**src/sv/pcfs_pkg.sv**
```systemverilog
`timescale 1ns / 1ps
// shared types and constants for the periodic frame scheduler
// no dependencies; imported by every module of the block

package pcfs_pkg;

	// configuration port
	localparam int CFG_IDX_W  = 3;
	localparam int CFG_DATA_W = 16;

	localparam logic [CFG_IDX_W-1:0] REG_FAULT_MODE  = 3'd0;
	localparam logic [CFG_IDX_W-1:0] REG_ENGINE_PER  = 3'd1;
	localparam logic [CFG_IDX_W-1:0] REG_TEMP_PER    = 3'd2;
	localparam logic [CFG_IDX_W-1:0] REG_HB_PER      = 3'd3;
	localparam logic [CFG_IDX_W-1:0] REG_ENGINE_ID   = 3'd4;
	localparam logic [CFG_IDX_W-1:0] REG_TEMP_ID     = 3'd5;
	localparam logic [CFG_IDX_W-1:0] REG_HB_ID       = 3'd6;

	// fault modes
	localparam logic [1:0] FAULT_NONE      = 2'd0;
	localparam logic [1:0] FAULT_STOP      = 2'd1;
	localparam logic [1:0] FAULT_WRONG_VAL = 2'd2;
	localparam logic [1:0] FAULT_WRONG_LEN = 2'd3;

	// register reset values
	localparam logic [15:0] ENGINE_PER_RST = 16'd20;
	localparam logic [15:0] TEMP_PER_RST   = 16'd200;
	localparam logic [15:0] HB_PER_RST     = 16'd100;
	localparam logic [10:0] ENGINE_ID_RST  = 11'd256;
	localparam logic [10:0] TEMP_ID_RST    = 11'd257;
	localparam logic [10:0] HB_ID_RST      = 11'd258;

	// stream bit positions in the fire mask
	localparam int STR_ENGINE = 0;
	localparam int STR_TEMP   = 1;
	localparam int STR_HB     = 2;
	localparam int NUM_STR    = 3;

	// payload ramps and fault values
	localparam logic [15:0] RPM_RESET  = 16'd1000;
	localparam logic [15:0] RPM_STEP   = 16'd50;
	localparam logic [15:0] RPM_LIMIT  = 16'd4000;
	localparam logic [15:0] RPM_FAULT  = 16'd8000;
	localparam logic [7:0]  TEMP_RESET = 8'd50;
	localparam logic [7:0]  TEMP_STEP  = 8'd5;
	localparam logic [7:0]  TEMP_LIMIT = 8'd150;
	localparam logic [7:0]  TEMP_FAULT = 8'd200;
	localparam logic [7:0]  HB_BYTE    = 8'hAA;
	localparam logic [7:0]  HB_FAULT   = 8'hBB;

	// data length codes
	localparam logic [3:0] LEN_ONE = 4'd1;
	localparam logic [3:0] LEN_TWO = 4'd2;

	// queue between front and back
	localparam int QDEPTH = 2;
	localparam int QPTR_W = (QDEPTH > 1) ? $clog2(QDEPTH) : 1;

	typedef struct packed {
		logic [15:0] engine_period;
		logic [15:0] temp_period;
		logic [15:0] hb_period;
		logic [10:0] engine_id;
		logic [10:0] temp_id;
		logic [10:0] hb_id;
		logic [1:0]  fault_mode;
	} cfg_t;

	// one classified poll: which streams fired and their payloads
	typedef struct packed {
		logic [NUM_STR-1:0] fire;
		logic [15:0]        rpm;
		logic [7:0]         temp;
		logic               wrong_val;
		logic               wrong_len;
	} bundle_t;

endpackage

```
**src/sv/pcfs_front.sv**
```systemverilog
`timescale 1ns / 1ps
// front end: takes polls, advances wait counters and payload ramps,
// and pushes one bundle per poll that fires anything; uses pcfs_pkg

module pcfs_front #(
	parameter int TIMER_BITS = 16
) (
	input  logic             clk,
	input  logic             arst_n,
	input  pcfs_pkg::cfg_t   cfg,
	input  logic             poll_valid,
	output logic             poll_ready,
	input  logic [7:0]       elapsed_ticks,
	input  logic             q_full,
	output logic             q_push,
	output pcfs_pkg::bundle_t q_data
);
	import pcfs_pkg::*;

	localparam int CMP_W = (TIMER_BITS > 16) ? TIMER_BITS : 16;

	logic [TIMER_BITS-1:0] engine_wait_q, temp_wait_q, hb_wait_q;
	logic [TIMER_BITS-1:0] engine_grown, temp_grown, hb_grown;
	logic [15:0]           rpm_q, rpm_inc, rpm_next;
	logic [7:0]            temp_q, temp_inc, temp_next;
	logic [NUM_STR-1:0]    fire;
	logic                  accept, stop, wrong_val, wrong_len;

	// saturating add of the elapsed ticks
	function automatic logic [TIMER_BITS-1:0] grow(input logic [TIMER_BITS-1:0] w,
		input logic [7:0] d);
		logic [TIMER_BITS:0] sum;
		sum = {1'b0, w} + (TIMER_BITS+1)'(d);
		return sum[TIMER_BITS] ? {TIMER_BITS{1'b1}} : sum[TIMER_BITS-1:0];
	endfunction

	function automatic logic reached(input logic [TIMER_BITS-1:0] w, input logic [15:0] p);
		return CMP_W'(w) >= CMP_W'(p);
	endfunction

	assign poll_ready = !q_full;
	assign accept     = poll_valid && poll_ready;
	assign stop       = (cfg.fault_mode == FAULT_STOP);
	assign wrong_val  = (cfg.fault_mode == FAULT_WRONG_VAL);
	assign wrong_len  = (cfg.fault_mode == FAULT_WRONG_LEN);

	// classify the poll
	always_comb begin
		engine_grown = grow(engine_wait_q, elapsed_ticks);
		temp_grown   = grow(temp_wait_q, elapsed_ticks);
		hb_grown     = grow(hb_wait_q, elapsed_ticks);
		fire[STR_ENGINE] = !stop && reached(engine_grown, cfg.engine_period);
		fire[STR_TEMP]   = !stop && reached(temp_grown, cfg.temp_period);
		fire[STR_HB]     = !stop && reached(hb_grown, cfg.hb_period);
	end

	// payload ramps
	always_comb begin
		rpm_inc  = rpm_q + RPM_STEP;
		temp_inc = temp_q + TEMP_STEP;
		if (wrong_val) begin
			rpm_next  = RPM_FAULT;
			temp_next = TEMP_FAULT;
		end else begin
			rpm_next  = (rpm_inc >= RPM_LIMIT) ? RPM_RESET : rpm_inc;
			temp_next = (temp_inc >= TEMP_LIMIT) ? TEMP_RESET : temp_inc;
		end
	end

	// state update on each accepted beat
	always_ff @(posedge clk or negedge arst_n) begin
		if (!arst_n) begin
			engine_wait_q <= '0;
			temp_wait_q   <= '0;
			hb_wait_q     <= '0;
			rpm_q         <= RPM_RESET;
			temp_q        <= TEMP_RESET;
		end else if (accept) begin
			engine_wait_q <= fire[STR_ENGINE] ? '0 : engine_grown;
			temp_wait_q   <= fire[STR_TEMP] ? '0 : temp_grown;
			hb_wait_q     <= fire[STR_HB] ? '0 : hb_grown;
			if (fire[STR_ENGINE]) begin
				rpm_q <= rpm_next;
			end
			if (fire[STR_TEMP]) begin
				temp_q <= temp_next;
			end
		end
	end

	// hand the bundle to the queue
	assign q_push           = accept && (fire != '0);
	assign q_data.fire      = fire;
	assign q_data.rpm       = fire[STR_ENGINE] ? rpm_next : rpm_q;
	assign q_data.temp      = fire[STR_TEMP] ? temp_next : temp_q;
	assign q_data.wrong_val = wrong_val;
	assign q_data.wrong_len = wrong_len;

endmodule

```
**src/sv/pcfs_queue.sv**
```systemverilog
`timescale 1ns / 1ps
// short register queue of classified polls between front and back
// uses pcfs_pkg for the bundle type and depth

module pcfs_queue (
	input  logic              clk,
	input  logic              arst_n,
	input  logic              push,
	input  pcfs_pkg::bundle_t wr_data,
	output logic              full,
	input  logic              pop,
	output logic              rd_valid,
	output pcfs_pkg::bundle_t rd_data
);
	import pcfs_pkg::*;

	localparam logic [QPTR_W-1:0] LAST_PTR = QPTR_W'(QDEPTH - 1);

	bundle_t           mem_q [QDEPTH];
	logic [QPTR_W-1:0] wr_ptr_q, rd_ptr_q;
	logic [QPTR_W:0]   count_q;

	assign full     = (count_q == (QPTR_W+1)'(QDEPTH));
	assign rd_valid = (count_q != '0);
	assign rd_data  = mem_q[rd_ptr_q];

	// storage
	always_ff @(posedge clk) begin
		if (push) begin
			mem_q[wr_ptr_q] <= wr_data;
		end
	end

	// pointers and fill level
	always_ff @(posedge clk or negedge arst_n) begin
		if (!arst_n) begin
			wr_ptr_q <= '0;
			rd_ptr_q <= '0;
			count_q  <= '0;
		end else begin
			if (push) begin
				wr_ptr_q <= (wr_ptr_q == LAST_PTR) ? '0 : wr_ptr_q + QPTR_W'(1);
			end
			if (pop) begin
				rd_ptr_q <= (rd_ptr_q == LAST_PTR) ? '0 : rd_ptr_q + QPTR_W'(1);
			end
			case ({push, pop})
				2'b10:   count_q <= count_q + (QPTR_W+1)'(1);
				2'b01:   count_q <= count_q - (QPTR_W+1)'(1);
				default: count_q <= count_q;
			endcase
		end
	end

endmodule

```
**src/sv/pcfs_back.sv**
```systemverilog
`timescale 1ns / 1ps
// back end: splits each bundle into frames, one beat per cycle while
// frame_ready holds, through an output register; uses pcfs_pkg

module pcfs_back (
	input  logic              clk,
	input  logic              arst_n,
	input  pcfs_pkg::cfg_t    cfg,
	input  logic              q_valid,
	input  pcfs_pkg::bundle_t q_data,
	output logic              q_pop,
	output logic              frame_valid,
	input  logic              frame_ready,
	output logic [10:0]       frame_id,
	output logic [3:0]        frame_length,
	output logic [7:0]        data_byte0,
	output logic [7:0]        data_byte1,
	output logic              last_frame
);
	import pcfs_pkg::*;

	bundle_t            cur_q;
	logic [NUM_STR-1:0] mask_q, pick, rest;
	logic               out_valid_q, advance, emit;
	logic [10:0]        id_d;
	logic [3:0]         len_d;
	logic [7:0]         b0_d, b1_d;

	assign advance = !out_valid_q || frame_ready;
	assign emit    = advance && (mask_q != '0);

	// pick the lowest pending stream
	always_comb begin
		pick = mask_q & (~mask_q + NUM_STR'(1));
		rest = mask_q & ~pick;
	end

	assign q_pop = q_valid && ((mask_q == '0) || (emit && (rest == '0)));

	// frame contents for the picked stream
	always_comb begin
		if (pick[STR_ENGINE]) begin
			id_d  = cfg.engine_id;
			len_d = cur_q.wrong_len ? LEN_ONE : LEN_TWO;
			b0_d  = cur_q.rpm[7:0];
			b1_d  = cur_q.rpm[15:8];
		end else if (pick[STR_TEMP]) begin
			id_d  = cfg.temp_id;
			len_d = cur_q.wrong_len ? LEN_TWO : LEN_ONE;
			b0_d  = cur_q.temp;
			b1_d  = '0;
		end else begin
			id_d  = cfg.hb_id;
			len_d = cur_q.wrong_len ? LEN_TWO : LEN_ONE;
			b0_d  = cur_q.wrong_val ? HB_FAULT : HB_BYTE;
			b1_d  = '0;
		end
	end

	// current bundle and pending mask
	always_ff @(posedge clk or negedge arst_n) begin
		if (!arst_n) begin
			mask_q <= '0;
		end else if (q_pop) begin
			mask_q <= q_data.fire;
		end else if (emit) begin
			mask_q <= rest;
		end
	end

	always_ff @(posedge clk) begin
		if (q_pop) begin
			cur_q <= q_data;
		end
	end

	// output register
	always_ff @(posedge clk or negedge arst_n) begin
		if (!arst_n) begin
			out_valid_q <= 1'b0;
		end else if (advance) begin
			out_valid_q <= emit;
		end
	end

	always_ff @(posedge clk) begin
		if (emit) begin
			frame_id     <= id_d;
			frame_length <= len_d;
			data_byte0   <= b0_d;
			data_byte1   <= b1_d;
			last_frame   <= (rest == '0);
		end
	end

	assign frame_valid = out_valid_q;

endmodule

```
**src/sv/periodic_can_frame_scheduler.sv**
```systemverilog
`timescale 1ns / 1ps
// periodic frame scheduler top: config registers, front, queue, back
// path: a poll's bundle goes into the queue, then the back's pending mask, then the output register
// throughput: one poll per cycle while the two-entry queue has room; frames
// leave at one beat per cycle while frame_ready holds, one frame per fired stream
// reset: arst_n clears counters, queue and output valid; ramps and registers take defaults
// depends on pcfs_pkg, pcfs_front, pcfs_queue, pcfs_back

module periodic_can_frame_scheduler #(
	parameter int TIMER_BITS = 16
) (
	input  logic                           clk,
	input  logic                           arst_n,
	input  logic                           cfg_we,
	input  logic [pcfs_pkg::CFG_IDX_W-1:0] cfg_index,
	input  logic [pcfs_pkg::CFG_DATA_W-1:0] cfg_data,
	input  logic                           poll_valid,
	output logic                           poll_ready,
	input  logic [7:0]                     elapsed_ticks,
	output logic                           frame_valid,
	input  logic                           frame_ready,
	output logic [10:0]                    frame_id,
	output logic [3:0]                     frame_length,
	output logic [7:0]                     data_byte0,
	output logic [7:0]                     data_byte1,
	output logic                           last_frame
);
	import pcfs_pkg::*;

	cfg_t    cfg_q;
	bundle_t push_data, head_data;
	logic    q_push, q_full, q_pop, q_valid;

	// configuration registers
	always_ff @(posedge clk or negedge arst_n) begin
		if (!arst_n) begin
			cfg_q.fault_mode    <= FAULT_NONE;
			cfg_q.engine_period <= ENGINE_PER_RST;
			cfg_q.temp_period   <= TEMP_PER_RST;
			cfg_q.hb_period     <= HB_PER_RST;
			cfg_q.engine_id     <= ENGINE_ID_RST;
			cfg_q.temp_id       <= TEMP_ID_RST;
			cfg_q.hb_id         <= HB_ID_RST;
		end else if (cfg_we) begin
			case (cfg_index)
				REG_FAULT_MODE: cfg_q.fault_mode    <= cfg_data[1:0];
				REG_ENGINE_PER: cfg_q.engine_period <= cfg_data;
				REG_TEMP_PER:   cfg_q.temp_period   <= cfg_data;
				REG_HB_PER:     cfg_q.hb_period     <= cfg_data;
				REG_ENGINE_ID:  cfg_q.engine_id     <= cfg_data[10:0];
				REG_TEMP_ID:    cfg_q.temp_id       <= cfg_data[10:0];
				REG_HB_ID:      cfg_q.hb_id         <= cfg_data[10:0];
				default:        cfg_q <= cfg_q;
			endcase
		end
	end

	pcfs_front #(
		.TIMER_BITS(TIMER_BITS)
	) u_front (
		.clk          (clk),
		.arst_n       (arst_n),
		.cfg          (cfg_q),
		.poll_valid   (poll_valid),
		.poll_ready   (poll_ready),
		.elapsed_ticks(elapsed_ticks),
		.q_full       (q_full),
		.q_push       (q_push),
		.q_data       (push_data)
	);

	pcfs_queue u_queue (
		.clk     (clk),
		.arst_n  (arst_n),
		.push    (q_push),
		.wr_data (push_data),
		.full    (q_full),
		.pop     (q_pop),
		.rd_valid(q_valid),
		.rd_data (head_data)
	);

	pcfs_back u_back (
		.clk         (clk),
		.arst_n      (arst_n),
		.cfg         (cfg_q),
		.q_valid     (q_valid),
		.q_data      (head_data),
		.q_pop       (q_pop),
		.frame_valid (frame_valid),
		.frame_ready (frame_ready),
		.frame_id    (frame_id),
		.frame_length(frame_length),
		.data_byte0  (data_byte0),
		.data_byte1  (data_byte1),
		.last_frame  (last_frame)
	);

	// queue never written while full
	assert property (@(posedge clk) disable iff (!arst_n) q_push |-> !q_full)
		else $error("queue written while full");

	// stopped mode sends nothing to the back
	assert property (@(posedge clk) disable iff (!arst_n)
		(cfg_q.fault_mode == FAULT_STOP) |-> !q_push)
		else $error("bundle pushed in stop mode");

	// a poll's frames leave without gaps
	assert property (@(posedge clk) disable iff (!arst_n)
		(frame_valid && frame_ready && !last_frame) |=> frame_valid)
		else $error("gap inside a poll's frames");

	// bundles in the queue always carry at least one frame
	assert property (@(posedge clk) disable iff (!arst_n)
		q_pop |-> (head_data.fire != '0))
		else $error("empty bundle popped");

endmodule
```
**config.mk**
```make
export PLATFORM = sky130hd
export DESIGN_NAME = periodic_can_frame_scheduler
export DESIGN_NICKNAME = d
export VERILOG_FILES = /design/src/sv/pcfs_pkg.sv /design/src/sv/pcfs_front.sv /design/src/sv/pcfs_queue.sv /design/src/sv/pcfs_back.sv /design/src/sv/periodic_can_frame_scheduler.sv
export SDC_FILE = /design/constraint.sdc
export NUM_CORES = 1
export LEC_CHECK = 0
export BUFFER_PORTS_ARGS = -buffer_cell sky130_fd_sc_hd__buf_2
export CELL_PAD_IN_SITES_DETAIL_PLACEMENT = 1
export CELL_PAD_IN_SITES_GLOBAL_PLACEMENT = 2
export CORE_MARGIN = 5
export CORE_UTILIZATION = 40
export DETAILED_ROUTE_END_ITERATION = 6
export MAX_ROUTING_LAYER = met4
export PLACE_DENSITY_LB_ADDON = 0.1
export SYNTH_ARGS = -nofsm -noshare
export SYNTH_HDL_FRONTEND = slang
export SYNTH_SLANG_ARGS = --single-unit
```
**constraint.sdc**
```tcl
create_clock -name clk -period 7.7 [get_ports clk]
set_input_delay 1.925 -clock clk [delete_from_list [all_inputs] [get_ports clk]]
set_output_delay 1.925 -clock clk [all_outputs]
set_load 0.01 [all_outputs]
```
# Yosys cells after proc, flatten, opt, wreduce, memory -nomap -nowiden
# Memories as Yosys holds them, arrays and structs flattened.
# Cells that the tools add are included.
dict set report classes {
  addsub 10
  order_cmp 5
  n_eq_ne 12
  mux 27
  bitwise_logic 4
  n_reduce_logical 28
}
# operator count
set ops {}
lappend ops {{16-bit two-way mux} 9}
lappend ops {{16-bit by 8-bit adder with 17-bit output} 3}
lappend ops {{16-bit greater-or-equal comparator} 3}
lappend ops {{8-bit two-way mux} 5}
lappend ops {{11-bit two-way mux} 2}
lappend ops {{16-bit by 6-bit adder with 16-bit output, second input constant} 1}
lappend ops {{16-bit by 12-bit greater-or-equal comparator with 1-bit output, second input constant} 1}
lappend ops {{2-bit AND reduction} 7}
lappend ops {{3-bit == test, second input constant} 3}
lappend ops {{3-bit zero test} 3}
lappend ops {{8-bit by 3-bit adder with 8-bit output, second input constant} 1}
lappend ops {{2-bit == test, second input constant} 4}
lappend ops {{8-bit greater-or-equal comparator, second input constant} 1}
lappend ops {{1-bit logical AND} 8}
lappend ops {{3-bit AND} 2}
lappend ops {{3-bit by 2-bit == test with 1-bit output, second input constant} 2}
lappend ops {{3-bit two-way mux} 2}
lappend ops {{3-bit NOT} 2}
lappend ops {{2-bit nonzero test} 3}
lappend ops {{3-bit nonzero test} 2}
lappend ops {{5-bit two-way mux} 1}
lappend ops {{2-bit by 1-bit == test with 1-bit output, second input constant} 2}
lappend ops {{1-bit two-way mux} 4}
lappend ops {{2-bit two-way mux} 2}
lappend ops {{9 further kinds} 13}
dict set report totals {
  reg_bits 221
  mem_bits_rw 58
  inputBits 32
  out_inout_bits 34
  n_memories 1
}
# memory depth word_bits read_ports rd_ports_with_merged_regs wr line_no
set memory_table {}
lappend memory_table {u_queue.mem_q 2 29 1 0 1 pcfs_queue.sv:19} ;# bundle_t mem_q [QDEPTH];

# Depth between registers and ports, before layout
# Gate-level depths: netlist (run 1).
dict set report logic_depth {
  ltp_word 11
  depth_mapped 20
  mapped_depth_nobuf 20
}

# Cells and area by module
# From an unflattened synthesis (run 1), not the netlist that was laid out.
dict set report unflattened {
  cells_unflattened 1315
  hier_area_um2 14746.6
}
# module n_inst cells_per_inst area_per_inst_um2
set by_module_without_submodules {}
lappend by_module_without_submodules {pcfs_front 1 860 6800.3}
lappend by_module_without_submodules {periodic_can_frame_scheduler 1 181 3251.9}
lappend by_module_without_submodules {pcfs_back 1 168 2407.3}
lappend by_module_without_submodules {pcfs_queue 1 106 2287.2}

# Worst setup path before layout (run 1)
# No wires, ideal clock.
dict set report synth_timing {
  kind {input -> register}
  start {input port elapsed_ticks[0]}
  end {memory u_queue.mem_q[0][0] (netlist bit), enable pin}
  setup_ps 415
  arrival_time_ps 6121
  required_ps 7285
  setup_slack_ps 1164
  stages 17
  n_path_buf 2
  cell_sequence {ha_1 fa_1 a211oi_1 o21ai_0 a31oi_1 or3_1 clkbuf_1 buf_2 nand3_1 o21a_1 ha_1 o2111ai_1 a21oi_1 nor2_1 a31oi_1 o31ai_2 nor2_1}
}
dict set report synth_via {
  elab_chain_len 8
}
# item line_no
set synth_lines {}
lappend synth_lines {{start, declared} periodic_can_frame_scheduler.sv:19} ;# input logic [7:0] elapsed_ticks,
lappend synth_lines {{16-bit by 8-bit adder with 17-bit output} pcfs_front.sv:33} ;# sum = {1'b0, w} + (TIMER_BITS+1)'(d);
lappend synth_lines {{16-bit two-way mux} pcfs_front.sv:34} ;# return sum[TIMER_BITS] ? {TIMER_BITS{1'b1}} : sum[TIMER_BITS-1:0];
lappend synth_lines {{16-bit greater-or-equal comparator} pcfs_front.sv:38} ;# return CMP_W'(w) >= CMP_W'(p);
lappend synth_lines {{1-bit logical AND, on equally long branches} {pcfs_front.sv:52, pcfs_front.sv:53, pcfs_front.sv:54}}
lappend synth_lines {{3-bit nonzero test *} pcfs_front.sv:92} ;# assign q_push = accept && (fire != '0);
lappend synth_lines {{1-bit logical AND *} pcfs_front.sv:92}
lappend synth_lines {{1-bit two-way mux *} pcfs_queue.sv:29} ;# if (push) begin
lappend synth_lines {{1-bit two-way mux (not written as such) *} pcfs_queue.sv:30} ;# mem_q[wr_ptr_q] <= wr_data;
lappend synth_lines {{end, declared} pcfs_queue.sv:19}
# Mark *: on every way between the ends. The rest lies on a longest branch, timed or not.

# Final worst setup path (run 1)
dict set report layout_timing {
  start {input port elapsed_ticks[0]}
  end {register u_queue.count_q[1]}
}
dict set report layout_via {
  elab_chain_len 8
}
# item line_no
set layout_lines {}
lappend layout_lines {{16-bit by 8-bit adder with 17-bit output} pcfs_front.sv:33}
lappend layout_lines {{16-bit two-way mux} pcfs_front.sv:34}
lappend layout_lines {{16-bit greater-or-equal comparator} pcfs_front.sv:38}
lappend layout_lines {{1-bit logical AND, on equally long branches} {pcfs_front.sv:52, pcfs_front.sv:53, pcfs_front.sv:54}}
lappend layout_lines {{3-bit nonzero test *} pcfs_front.sv:92}
lappend layout_lines {{1-bit logical AND *} pcfs_front.sv:92}
lappend layout_lines {{2-bit by 1-bit == test with 1-bit output or 2-bit == test (tied branches)} pcfs_queue.sv:47} ;# case ({push, pop})
lappend layout_lines {{2-bit one-hot mux with 2 select lines or 2-bit nonzero test (tied branches)} n/a}
lappend layout_lines {{end signal, assigned} pcfs_queue.sv:48} ;# 2'b10: count_q <= count_q + (QPTR_W+1)'(1);
lappend layout_lines {{end signal, assigned} pcfs_queue.sv:49} ;# 2'b01: count_q <= count_q - (QPTR_W+1)'(1);
lappend layout_lines {{end signal, assigned} pcfs_queue.sv:50} ;# default: count_q <= count_q;
lappend layout_lines {{end, declared} pcfs_queue.sv:21} ;# logic [QPTR_W:0] count_q;
# Marks and branches as above.
# A chain may end at the register's enable or synchronous reset.

==> reports/metrics.yaml, run 1 <==
status: "finished clean"
numPortBuffers: 63
drc: 0
cts_setup_buffers: 0
rows: 69
hold_buffers: 0
max_stage_delay_ps: 590
power_density_nw_per_um2: 389
grt_overflow: 0
wl_met2_um: 17100
clkSlewWorstSetupHoldPaths_ps: 60
yosys-top-cells-area: "dfrtp_1 (25%), edfxtp_1 (24%), mux2_2 (6.9%), ha_1 (6.6%), dfstp_2 (4.0%)"
crit_type: "in2reg"
fin_util: 0.459
track_usage: 0.204
die_area_um2: 39700
drtPass1Iterations: 4
worstSetupStartpointType: "primary input"
routed-wl-met3_um: 1560
dp_hpwl_um: 27500
slowest_stage: "or3_1"
worst_pin_slew_ps: 1140
required_ps: 8140
ys_ff_latch: 277
wl_met1_um: 19600
antenna_found_initial: 0
postSynthCellCount: 1284
ys_seq_area_frac: 0.525
io_pins: 66
final_nets: 1457
peakVddDrop_v: 0.000249
yosysUniqueCellTypes: 78
routed.top_layer: "met4"
cts_tree: "built"
grt_pass1_vias: 10400
yosys.area.top_type: "dfrtp_1"
slew_violations: 0
htree_levels: 2
setup_viol: 0
drtIter0Drc: 496
initial_core_util: 0.404
synth_top_area_frac: 0.246
synth_area_per_cell_um2: 11.2
synth_edf_count: 114
place_congestion: 0.810
core-area_um2: 35500
antenna_cells: 0
ant_nets: 0
clk_path_buf_depth: 3
num_vias: 10000
cp-end-kind: "flip-flop"
max_freq_mhz: 153
leakagePower_nw: 6.87
wl_um: 38700
cts_resized: 0
setup_tns_ps: 0
layout-drive-gt1-share: 0.197
wl_per_cell_um: 21.2
grt_max_degree: 70
p_total_w: 0.00634
viasPerCell: 5.48
path_cells: "buf_2 -> ha_1 -> fa_1 -> a211oi_1 -> o21ai_0 -> a31oi_1 -> or3_1 -> o21ai_0 -> ha_1 -> a211oi_1 -> o21ai_0 -> o2111ai_1 -> a31oi_1 -> o31ai_2 -> ha_1 -> nor2_1 -> xor2_1"
grt_pass1_wl_um: 61400
period_needed_ps: 6540
clk_latency_ps: 520
ys_async_sr_fraction: 0.588
cts_buffers: 35
slew_headroom: 0.240
root_buffer: "clkbuf_16"
die_h_um: 199
fin_cells: 1832
min_path_type: "reg2reg"
synthToLayoutAreaGrowth_pct: 13.7
ys_warn_count: 0
die_w_um: 199
max_cap_viol_count: 0
cts.sinks: 277
min_period_over_period: 0.850
netlist_area_um2: 14300
dp_cells: 1770
synth_flop_cell: "dfrtp_1"
cp_max_fo: 16
skew_ps: 24.7
rsz0062_at_grt: "false"
crit_arrival_ps: 6990
hold_violations: 0
## flip-flops by register name (all words and copies together) (netlist names), 8 cells and up
signal / cells
u_front.temp_wait_q: 16
u_front.engine_wait_q: 16
u_back.data_byte0: 8
u_front.rpm_q: 16
u_back.cur_q: 26
u_front.hb_wait_q: 16
u_back.data_byte1: 8
u_front.temp_q: 8
cfg_q: 83
u_back.frame_id: 11
u_queue.mem_q: 58
## metal layers
metal,vias up,global-route usage
met5,-,-
met1,5004,0.302
met4,0,0.0372
li1,4826,-
met2,162,0.306
met3,42,0.0260
## where the power goes
group	total (W)	internal (W)	leakage [nW]	switching, W
logic	0.00239	0.000981	3.29	0.00141
clock network	0.00160	0.000956	0.549	0.000647
registers	0.00234	0.00209	3.03	0.000253
total	0.00634	0.00403	6.87	0.00231
## layout make-up
type / instances / area [um2]
Inverter: 78 / 293
Clock buffer: 42 / 912
Timing Repair Buffer: 85 / 487
Multi-Input combinational cell: 869 / 6270
Clock inverter: 20 / 218
Tap cell: 461 / 577
Sequential cell: 277 / 7530
Fill cell: 3810 / 19200
## cell usage in the layout, fill, tap and decap left out, types with 15 or more instances in the layout
master,instances
a22o_1,27
buf_4,22
buf_2,62
nand2_1,111
dfrtp_1,141
a21o_1,16
mux2i_1,17
edfxtp_1,114
nor3_1,23
clkbuf_16,35
a21oi_1,63
nor2_1,48
o21ai_0,92
inv_1,76
and2_1,21
mux2_2,88
and3_1,17
dfstp_2,22
ha_1,76
nand3_1,27
xor2_1,15
xnor2_1,23
## synth_stat cells, drive strengths merged, types with 17 or more instances
library cell	number
a21oi	63
and2	22
nor2	52
mux2	88
dfstp	22
a21o	17
clkbuf	46
inv	77
nand3	27
nor3	25
o21ai	95
mux2i	17
a22o	27
nand2	112
and3	17
ha	76
dfrtp	141
edfxtp	114
xnor2	23
## kinds of logic (layout without fill, tap and decap cells)
family                   Yosys count  count (layout)  synth area share
flip-flops                       277             277             0.525
AND/OR/NAND/NOR                  321             321             0.111
adder cells (fa/ha/maj)           80              80            0.0712
buffers and inverters            139             225            0.0385
multiplexers                     105             105            0.0810
AO/OA/AOI/OAI                    323             323             0.149
other                              1               2          0.000262
XOR/XNOR                          38              38            0.0232
## critical path, delay by kind of cell
| kind | cells | cell delay (ps) |
|---|---|---|
| AO/OA/AOI/OAI | 9 | 2630 |
| XOR/XNOR | 1 | 160 |
| adder cells (fa/ha/maj) | 4 | 1380 |
| buffers and inverters | 1 | 130 |
| AND/OR/NAND/NOR | 2 | 750 |
## per-stage QoR
stage               hold slack (ps)  area [um2]  setup slack, ps
floorplan                       453       14300             1160
global placement                467       15200              761
detailed placement              477       15200              638
CTS                             491       16300             1160
global route                    500       16300              870
finish                          485       16300             1160
## final timing paths
| kind | start | to | slack (ps) | cells past startpoint |
|---|---|---|---|---|
| worst max-delay path | elapsed_ticks[0] | u_queue.count_q[1]$_DFFE_PN0P_ | 1160 | 17 |
| worst min-delay path | u_front.engine_wait_q[3]$_DFFE_PN0P_ | u_front.engine_wait_q[3]$_DFFE_PN0P_ | 490 | 1 |
| worst max register to register | u_front.hb_wait_q[0]$_DFFE_PN0P_ | u_queue.count_q[1]$_DFFE_PN0P_ | 2340 | 16 |
| worst min register to register | u_front.engine_wait_q[3]$_DFFE_PN0P_ | u_front.engine_wait_q[3]$_DFFE_PN0P_ | 490 | 1 |
| max in group asynchronous | arst_n | u_front.engine_wait_q[12]$_DFFE_PN0P_ | 4920 | 2 |
| min in group asynchronous | arst_n | u_front.hb_wait_q[15]$_DFFE_PN0P_ | 1400 | 1 |
(Power assumes the default switching activity.)
==> run 2: changes to the inputs <==
Clock period 7.7 ns to 6.55 ns, I/O delays scaled along.
==> reports/metrics.yaml, run 2 (synthesis results as in run 1) <==
setup_viol: 0
root_buffer: "clkbuf_16"
r2r-start: "u_front.temp_wait_q[0]$_DFFE_PN0P_"
cts_resized: 0
num_vias: 10100
crit_buf_inv: 1
largest_reg_flops: 83
max_cap_viol_count: 0
max_stage_delay_ps: 510
drc: 0
post-place-ws_ps: 205
drtPass1Iterations: 5
numPortBuffers: 63
wl_um: 38300
regMostFlops: "cfg_q"
max_freq_mhz: 171
crit_family: "compound AO/OA/AOI/OAI gates"
grt_pass1_wl_um: 60700
fin_ws_ps: 691
initial_core_util: 0.404
hp-start: "u_front.engine_wait_q[4]$_DFFE_PN0P_"
final_nets: 1458
setup_tns_ps: 0
min_period_over_period: 0.895
viasPerCell: 5.52
grt_overflow: 0
synthToLayoutAreaGrowth_pct: 13.7
track_usage: 0.200
die_w_um: 199
met3_usage: 0.0202
skew_ps: 16.9
reg2reg_slack_ps: 1530
rsz0062_at_grt: "false"
cp_max_fo: 6
wl_per_cell_um: 20.9
use_met1: 0.302
slew_violations: 0
rows: 69
grt_max_degree: 85
core-area_um2: 35500
cp-end-kind: "flip-flop"
leakagePower_nw: 6.87
cts_setup_buffers: 0
drtIter0Drc: 447
worst_pin_slew_ps: 965
slew_headroom: 0.352
hold_violations: 0
cts_buffers: 31
largest_registers: "cfg_q: 83 flops, u_queue.mem_q: 58 flops, u_back.cur_q: 26 flops"
dp_hpwl_um: 27400
io_pins: 66
period_needed_ps: 5860
crit_arrival_ps: 6330
grt_pass1_vias: 10400
required_ps: 7020
cts_tree: "built"
cts.sinks: 277
worstSetupStartpointType: "primary input"
die_area_um2: 39700
layout_common_cells: "dfrtp_1 (141), edfxtp_1 (114), nand2_1 (111), o21ai_0 (92), mux2_2 (88)"
clk_latency_ps: 560
peakVddDrop_v: 0.000255
slowest_stage: "o31ai_2"
rr_worst_depth: 18
min_path_type: "reg2reg"
hold_depth: 1
use_met2: 0.299
crit_type: "in2reg"
die_h_um: 199
path_cells: "buf_2 -> ha_1 -> fa_1 -> a21o_1 -> a21oi_1 -> nor2_1 -> o22a_1 -> and2_0 -> and3_1 -> o21ai_0 -> ha_1 -> o21ai_0 -> o221ai_1 -> a211oi_1 -> nor2_1 -> o31ai_2 -> ha_1 -> nor2_1 -> xor2_1"
ant_nets: 0
busiest_layer: "met1"
power_density_nw_per_um2: 454
place_congestion: 0.815
layout_commonest_cell: "dfrtp_1"
clk_path_buf_depth: 3
antenna_found_initial: 0
min_to: "u_front.engine_wait_q[4]$_DFFE_PN0P_"
p_total_w: 0.00740
status: "finished clean"
layout-drive-gt1-share: 0.199
htree_levels: 1
hold_buffers: 0
clkSlewWorstSetupHoldPaths_ps: 60
r2r_end: "u_queue.count_q[1]$_DFFE_PN0P_"
antenna_cells: 0
==> run 2: cell types whose count changed in the layout (fill, tap and decap cells not counted), sizes merged <==
cell    before  now
clkinv      14    9
clkbuf      42   44
bufinv       3    4
inv         80   78
buf         85   90
==> run 2: how the worst max path moves through the flow <==
stage                          start                              to  slack, ps  cells past startpoint
finish              elapsed_ticks[0]  u_queue.count_q[1]$_DFFE_PN0P_        690                     19
global route        elapsed_ticks[0]  u_queue.count_q[1]$_DFFE_PN0P_        360                     19
CTS                 elapsed_ticks[0]  u_queue.count_q[1]$_DFFE_PN0P_        770                     19
detailed placement  elapsed_ticks[0]  u_queue.count_q[1]$_DFFE_PN0P_        200                     19
global placement    elapsed_ticks[0]  u_queue.count_q[1]$_DFFE_PN0P_        230                     19
floorplan           elapsed_ticks[0]   u_queue.mem_q[0][0]$_DFFE_PP_        300                     17
==> run 2: per-stage QoR <==
stage | std cells | hold slack, ps | util | area (um2)
after floorplan | 1285 | 453 | - | 14300
after global placement | 1775 | 463 | 0.429 | 15200
after detailed placement | 1775 | 477 | 0.429 | 15200
after CTS | 1833 | 490 | 0.459 | 16300
after global routing | 1833 | 514 | 0.459 | 16300
final | 1833 | 484 | 0.459 | 16300
==> run 2: power breakdown <==
part	internal, W	total, W	switching, W
Clock	0.00110	0.00181	0.000707
Combinational	0.00118	0.00284	0.00166
Sequential	0.00245	0.00275	0.000294
Total	0.00473	0.00740	0.00267
==> run 2: area by class of cell <==
| class | instances | area (um2) |
|---|---|---|
| multi-input cells | 869 | 6270 |
| clock buffers | 44 | 895 |
| repair buffers | 90 | 549 |
| flip-flops and latches | 277 | 7530 |
| fillers | 3850 | 19200 |
| clock inverters | 14 | 171 |
| inverters | 78 | 293 |
| well taps | 461 | 577 |
==> run 2: worst register-to-register path: stages, from the launching register on <==
cell	delay, ps
dfrtp_1	380
ha_1	210
fa_1	400
a21o_1	190
a21oi_1	290
nor2_1	100
o22a_1	220
and2_0	240
and3_1	230
o21ai_0	180
ha_1	270
o21ai_0	210
o221ai_1	140
a211oi_1	450
nor2_1	240
o31ai_2	510
ha_1	350
nor2_1	140
xor2_1	160
==> run 2: layer usage <==
layer	part of all wire	vias to the layer above
li1	-	4828
met1	0.50	5075
met2	0.44	167
met3	0.041	39
met4	0.013	0
met5	0	-
